===== src/design/ctt_pkg.sv =====
// Shared types and constants for the capacitive touch toggle unit.
package ctt_pkg;

  localparam int SAMPLE_BITS = 8;
  localparam int WINDOW      = 16;
  localparam int WIN_LOG     = $clog2(WINDOW);
  localparam int SLOT_W      = WIN_LOG;
  localparam int SUM_W       = SAMPLE_BITS + WIN_LOG;
  localparam int COUNT_W     = WIN_LOG + 1;
  localparam int THR_W       = 8;

  localparam logic [THR_W-1:0] THRESHOLD_RESET = THR_W'(5);

  localparam logic KIND_SAMPLE = 1'b0;
  localparam logic KIND_CAL    = 1'b1;

  typedef struct packed {
    logic                   kind;
    logic [SAMPLE_BITS-1:0] charge_count;
  } ctt_in_t;

  typedef struct packed {
    logic                   led_on;
    logic                   touched;
    logic [SAMPLE_BITS-1:0] window_average;
    logic [SAMPLE_BITS-1:0] baseline_level;
    logic                   calibrating;
  } ctt_out_t;

  typedef struct packed {
    logic                   kind;
    logic [SAMPLE_BITS-1:0] sample;
    logic [SLOT_W-1:0]      slot;
  } ctt_op_t;

endpackage


===== src/design/ctt_ram.sv =====
// Generic single-write, single-read RAM with registered read data.
module ctt_ram #(
  parameter int WIDTH = 8,
  parameter int DEPTH = 16
) (
  input  logic                     clk,
  input  logic                     we,
  input  logic [$clog2(DEPTH)-1:0] waddr,
  input  logic [WIDTH-1:0]         wdata,
  input  logic                     re,
  input  logic [$clog2(DEPTH)-1:0] raddr,
  output logic [WIDTH-1:0]         rdata
);

  logic [WIDTH-1:0] mem [DEPTH];

  always_ff @(posedge clk) begin
    if (we) begin
      mem[waddr] <= wdata;
    end
    if (re) begin
      rdata <= mem[raddr];
    end
  end

endmodule


===== src/design/ctt_update.sv =====
// Read-modify-write stage: window sum, calibration and press/toggle state.
module ctt_update (
  input  logic                            clk,
  input  logic                            rst,
  input  ctt_pkg::ctt_op_t                op,
  input  logic                            commit,
  input  logic [ctt_pkg::SAMPLE_BITS-1:0] ram_rdata,
  input  logic [ctt_pkg::THR_W-1:0]       threshold,
  output ctt_pkg::ctt_out_t               result,
  output logic                            ram_we,
  output logic [ctt_pkg::SLOT_W-1:0]      ram_waddr,
  output logic [ctt_pkg::SAMPLE_BITS-1:0] ram_wdata
);
  import ctt_pkg::*;

  logic [SUM_W-1:0]       ring_sum, ring_sum_next;
  logic [SAMPLE_BITS-1:0] baseline, baseline_next;
  logic [SUM_W-1:0]       cal_acc, cal_acc_next;
  logic [COUNT_W-1:0]     cal_count, cal_count_next;
  logic                   cal_active, cal_active_next;
  logic                   press_latched, press_latched_next;
  logic                   led_state, led_state_next;
  logic                   ring_full, ring_full_next;
  logic [SAMPLE_BITS-1:0] evicted;
  logic [SAMPLE_BITS-1:0] avg;
  logic                   over;
  logic                   is_sample;

  assign is_sample = (op.kind == KIND_SAMPLE);
  assign evicted   = ring_full ? ram_rdata : '0;

  always_comb begin
    ring_sum_next      = ring_sum;
    baseline_next      = baseline;
    cal_acc_next       = cal_acc;
    cal_count_next     = cal_count;
    cal_active_next    = cal_active;
    press_latched_next = press_latched;
    led_state_next     = led_state;
    ring_full_next     = ring_full;

    if (!is_sample) begin
      cal_acc_next    = '0;
      cal_count_next  = '0;
      cal_active_next = 1'b1;
    end else begin
      ring_sum_next = ring_sum - SUM_W'(evicted) + SUM_W'(op.sample);
      if (op.slot == SLOT_W'(WINDOW - 1)) begin
        ring_full_next = 1'b1;
      end
      if (cal_active) begin
        cal_acc_next   = cal_acc + SUM_W'(op.sample);
        cal_count_next = cal_count + COUNT_W'(1);
        if (cal_count_next >= COUNT_W'(WINDOW)) begin
          baseline_next   = cal_acc_next[SUM_W-1:WIN_LOG];
          cal_active_next = 1'b0;
        end
      end
    end

    avg  = ring_sum_next[SUM_W-1:WIN_LOG];
    over = !cal_active_next &&
           ({1'b0, avg} > ({1'b0, baseline_next} + (SAMPLE_BITS + 1)'(threshold)));

    if (!cal_active_next && is_sample) begin
      if (over) begin
        if (!press_latched) begin
          led_state_next     = !led_state;
          press_latched_next = 1'b1;
        end
      end else begin
        press_latched_next = 1'b0;
      end
    end
  end

  assign result.led_on         = led_state_next;
  assign result.touched        = over;
  assign result.window_average = avg;
  assign result.baseline_level = baseline_next;
  assign result.calibrating    = cal_active_next;

  assign ram_we    = commit && is_sample;
  assign ram_waddr = op.slot;
  assign ram_wdata = op.sample;

  always_ff @(posedge clk) begin
    if (rst) begin
      ring_sum      <= '0;
      baseline      <= '0;
      cal_acc       <= '0;
      cal_count     <= '0;
      cal_active    <= 1'b0;
      press_latched <= 1'b0;
      led_state     <= 1'b0;
      ring_full     <= 1'b0;
    end else if (commit) begin
      ring_sum      <= ring_sum_next;
      baseline      <= baseline_next;
      cal_acc       <= cal_acc_next;
      cal_count     <= cal_count_next;
      cal_active    <= cal_active_next;
      press_latched <= press_latched_next;
      led_state     <= led_state_next;
      ring_full     <= ring_full_next;
    end
  end

endmodule


===== src/design/capacitive_touch_toggle_unit.sv =====
// Capacitive touch toggle unit: top level with ring memory, pipeline control and output register.
// Takes one beat per clock cycle while the output is not stalled. A beat is a charge-time
// sample or a calibration request; each gives one result beat: on acceptance a sample reads
// its evicted entry from the 16-entry ring memory, and when the beat advances the running
// window sum, calibration and LED state are updated and the output register loaded. The ring
// reads as all zero after reset through a fill mark, so no clearing pass is needed and input
// is taken from the first cycle after reset. The touch threshold register resets to 5; the user
// must write it through cfg_we/cfg_data only while no beat is in flight; the block does not enforce this.
module capacitive_touch_toggle_unit (
  input  logic                       clk,
  input  logic                       rst,
  input  logic                       in_valid,
  output logic                       in_stall,
  input  ctt_pkg::ctt_in_t           in_data,
  output logic                       out_valid,
  input  logic                       out_stall,
  output ctt_pkg::ctt_out_t          out_data,
  input  logic                       cfg_we,
  input  logic [ctt_pkg::THR_W-1:0]  cfg_data
);
  import ctt_pkg::*;

  logic [THR_W-1:0]       threshold;
  logic [SLOT_W-1:0]      write_slot;
  logic                   s1_valid;
  ctt_op_t                s1_op;
  logic                   accept;
  logic                   advance;
  logic                   rd_en;
  logic [SAMPLE_BITS-1:0] ram_rdata;
  logic                   ram_we;
  logic [SLOT_W-1:0]      ram_waddr;
  logic [SAMPLE_BITS-1:0] ram_wdata;
  ctt_out_t               result;

  assign advance  = s1_valid && (!out_valid || !out_stall);
  assign in_stall = s1_valid && !advance;
  assign accept   = in_valid && !in_stall;
  assign rd_en    = accept && (in_data.kind == KIND_SAMPLE);

  ctt_ram #(
    .WIDTH(SAMPLE_BITS),
    .DEPTH(WINDOW)
  ) u_ring (
    .clk  (clk),
    .we   (ram_we),
    .waddr(ram_waddr),
    .wdata(ram_wdata),
    .re   (rd_en),
    .raddr(write_slot),
    .rdata(ram_rdata)
  );

  ctt_update u_update (
    .clk      (clk),
    .rst      (rst),
    .op       (s1_op),
    .commit   (advance),
    .ram_rdata(ram_rdata),
    .threshold(threshold),
    .result   (result),
    .ram_we   (ram_we),
    .ram_waddr(ram_waddr),
    .ram_wdata(ram_wdata)
  );

  always_ff @(posedge clk) begin
    if (rst) begin
      threshold <= THRESHOLD_RESET;
    end else if (cfg_we) begin
      threshold <= cfg_data;
    end
  end

  // advance the ring slot at acceptance so the next sample reads the following entry
  always_ff @(posedge clk) begin
    if (rst) begin
      write_slot <= '0;
    end else if (rd_en) begin
      write_slot <= write_slot + SLOT_W'(1);
    end
  end

  always_ff @(posedge clk) begin
    if (rst) begin
      s1_valid <= 1'b0;
    end else if (accept) begin
      s1_valid <= 1'b1;
    end else if (advance) begin
      s1_valid <= 1'b0;
    end
  end

  always_ff @(posedge clk) begin
    if (accept) begin
      s1_op.kind   <= in_data.kind;
      s1_op.sample <= in_data.charge_count;
      s1_op.slot   <= write_slot;
    end
  end

  always_ff @(posedge clk) begin
    if (rst) begin
      out_valid <= 1'b0;
    end else if (advance) begin
      out_valid <= 1'b1;
    end else if (!out_stall) begin
      out_valid <= 1'b0;
    end
  end

  always_ff @(posedge clk) begin
    if (advance) begin
      out_data <= result;
    end
  end

endmodule


===== config.mk =====
export PLATFORM = sky130hd
export DESIGN_NAME = capacitive_touch_toggle_unit
export DESIGN_NICKNAME = d
export VERILOG_FILES = /design/src/design/ctt_pkg.sv /design/src/design/ctt_ram.sv /design/src/design/ctt_update.sv /design/src/design/capacitive_touch_toggle_unit.sv
export SDC_FILE = /design/constraint.sdc
export NUM_CORES = 1
export LEC_CHECK = 0
export BUFFER_PORTS_ARGS = -buffer_cell sky130_fd_sc_hd__buf_2
export CORE_MARGIN = 2
export CORE_UTILIZATION = 30
export CTS_CLUSTER_DIAMETER = 120
export DETAILED_ROUTE_END_ITERATION = 7
export PLACE_DENSITY = 0.42
export SLEW_MARGIN = 20
export SYNTH_ARGS = -nofsm -noshare
export SYNTH_HDL_FRONTEND = slang
export SYNTH_SLANG_ARGS = --single-unit

===== constraint.sdc =====
create_clock -name clk -period 14.4 [get_ports clk]
set_input_delay 0.72 -clock clk [delete_from_list [all_inputs] [get_ports clk]]
set_output_delay 0.72 -clock clk [all_outputs]
set_load 0.005 [all_outputs]

==> results.toml <==
[die]
die_w_microns = 186.9
initial_utilization = 0.3063
row_count = 66
ios = 43
dieArea_sq_um = 34950
die_h_microns = 186.9
coreArea_sq_um = 32780

[detailed_routing]
met1_length_microns = 10180
route.vias.total = 5841
ant_nets = 0
first_pass_iters = 5
wl_per_cell_microns = 18.45
drc = 0
dr_wl_met3_microns = 808
totalWireLength_microns = 22830
via_per_inst = 4.722
wl_met2_microns = 11040
routed.top_layer = "met4"
drtIter0Drc = 348

[cts]
cts_resized = 0
clock_path_buffers = 3
cts_sinks = 223
path_clk_slew_ns = 0.06
cts_tree = "built"
insertion_delay_ns = 0.54
clock-root-buffer = "clkbuf_16"
post_cts_buffers = 0
cts_hold_buffers = 0
numCtsBuffers = 25
h-tree-depth = 1

[worst_setup_path]
path_cells = "ha_1 > inv_1 > fa_1 > and2b_1 > o21a_1 > nor2_1 > xnor2_1 > mux2_2 > ha_1 > inv_1 > fa_1 > nor2b_4 > o21ai_2 > a21oi_2 > a211oi_1 > xor2_1 > ha_1 > a211oi_1 > o211ai_1 > a31oi_1 > nor4_1 > o211ai_2 > nor4_2 > mux2_1"
r2r_setup_slack_ns = 9.13
r2r_start = "s1_op[4]"
required_ns = 14.81
critPathCaptureType = "register"
crit_slowest_cell = "edfxtp_1"
critPathMaxStageDelay_ns = 0.72
cp_data_arrival_time_ns = 5.68
cp_num_buf_inv = 2
cp_top_family = "adder cells"
r2r_cells = 24
path_class = "reg -> reg"
cpMostUsedCell = "ha_1"
reg2reg_to = "u_update.led_state"
path_max_fanout = 18
start_kind = "register"

[cells_and_area]
final_common_cell = "edfxtp_1"
finalNonFillerCells = 1237
most-common-layout-cells = "168 x edfxtp_1, 72 x nor2_1, 54 x dfxtp_1"
area_growth_pct = 15.20
antennaDiodeCount = 0
fillCellCount = 3171
nets = 848
drive_gt1_frac = 0.1912

[timing]
fmax_ghz = 0.1896
fin_worst_skew_ns = 0.02903
drv_slew = 0
finalSetupViolations = 0
tightestPinTransition_ns = 1.101
relSlewSlack = 0.2633
rsz0062_at_grt = "false"
period_needed_ns = 5.273
hold_viol_final = 0
hold_ws_ns = 0.3498
period_share = 0.3662
fin_setup_tns_ns = 0

[power]
p_per_area_nw_per_um2 = 127.3
p_sw_mw = 0.3448
pwr-share-clk = 0.416
totalPowerFinal_mw = 1.473
combPwrFrac = 0.093
ir_drop_mv = 0.08920
swShare = 0.2341
intPower_mw = 1.128
seqPwrFrac = 0.491
p_leak_nw = 4.034

[global_route]
grt_pass1_wl_microns = 35410
grt_overflow = 0
grt_util_all_layers = 0.1313
antenna_found_initial = 0
grt_start_max_net_pins = 59
first_global_vias = 5980

[synthesis]
yosys_register_bits = 223
synthArstFlopShare = 0
synth_edf_count = 168
synth_nets = 798
netlist_area_sq_um = 10040
syn_area_per_cell_sq_um = 13.81
ys_warn_count = 0
yosysSeqAreaShare = 0.6121
syn_inst = 727
synth_flop_cell = "edfxtp_1"
synth_cell_types = 57

[hold_path]
worstHoldStart = "in_data[7]"
hold_end = "s1_op[11]"
min_path_cells = 1
hp-class = "in -> reg"

[status]
outcome = "completed"

[job]
drv_cap = 0

[placed_design]
hpwl_microns = 15290
io_buffers = 42
gp_congestion = 0.7820
dp.cells = 1192
-- worst max path at each step --
stage | startpoint | end | slack [ns] | depth (start not counted)
floorplan | s1_op[4] | u_update.led_state | 9.83 | 24
global placement | s1_op[4] | out_data[18] | 9.27 | 23
detailed placement | s1_op[4] | u_update.led_state | 9.11 | 23
CTS | s1_op[4] | u_update.led_state | 9.09 | 23
global route | s1_op[4] | u_update.led_state | 8.63 | 23
finish | s1_op[4] | u_update.led_state | 9.13 | 24
-- sequential cells by signal (all words and copies together), names as in the netlist, 4 cells and up --
register,flops
s1_op,13
u_update.ring_sum,12
u_ring.rdata,8
threshold,8
write_slot,4
u_ring.mem,128
out_data,19
u_update.cal_count,5
u_update.cal_acc,12
u_update.baseline,8
-- layout make-up --
| cell class | count | area (sq um) | area share |
|---|---|---|---|
| Clock inverter | 11 | 115.1 | 0.009951 |
| Timing Repair Buffer | 50 | 270.3 | 0.02336 |
| Sequential cell | 223 | 6147 | 0.5314 |
| Tap cell | 442 | 553.0 | 0.04781 |
| Inverter | 48 | 180.2 | 0.01558 |
| Clock buffer | 34 | 669.4 | 0.05787 |
| Multi-Input combinational cell | 429 | 3632 | 0.3140 |
-- power groups by stage --
stage	Combinational (mW)	Sequential (mW)	Clock [mW]
2_1_floorplan	0.101	0.730	0
3_3_place_gp	0.136	0.737	0
3_5_place_dp	0.139	0.737	0
4_1_cts	0.140	0.724	0.635
5_1_grt	0.155	0.726	0.658
6_report	0.137	0.723	0.613
-- layer usage --
metal  vias up  global-route usage
li1       2786                   -
met1      2885              0.1652
met2       120              0.2288
met3        50             0.02195
met4         0             0.04487
met5         -                   0
-- Yosys cell counts (4+ instances only) --
library cell  count  area [sq um]
a211oi_1         10         75.07
a21o_1            6         45.04
a21oi_1          37         185.2
a22oi_1           7         52.55
a31oi_1           4         25.02
and2_1            9         56.30
buf_4             4         30.03
clkbuf_1         18         67.56
dfxtp_1          55          1101
edfxtp_1        168          5045
fa_1             10         200.2
ha_1             39         488.0
inv_1            48         180.2
mux2i_1          13         130.1
mux4_2           40         900.9
nand2_1          34         127.6
nand2b_1         12         75.07
nand3_1           6         30.03
nor2_1           75         281.5
nor2b_1          11         68.82
nor3_1           12         60.06
o21ai_0          23         115.1
o21ai_1           7         35.03
or3_1             6         37.54
xnor2_1          13         113.9
xor2_1           14         122.6
-- cells by family (layout without fill, tap and decap cells) --
group,Yosys count,in the layout,share of synthesized area
xor gates and xnor gates,27,27,0.02355
DFF,223,223,0.6121
buffers and inverters,75,143,0.02978
adders and majority gates,49,49,0.06854
and+or+nand+nor,183,183,0.08785
muxes,57,57,0.1072
AOI/OAI and AO/OA,113,113,0.07103
-- metrics by stage --
stage / utilization / instance area [sq um] / worst slack (ns)
after floorplan: - / 10040 / 9.829
after global placement: 0.3286 / 10770 / 9.274
after detailed placement: 0.3288 / 10780 / 9.113
after CTS: 0.3527 / 11560 / 9.087
after global routing: 0.3528 / 11570 / 8.630
final: 0.3528 / 11570 / 9.127
(Power assumes the default switching activity.)
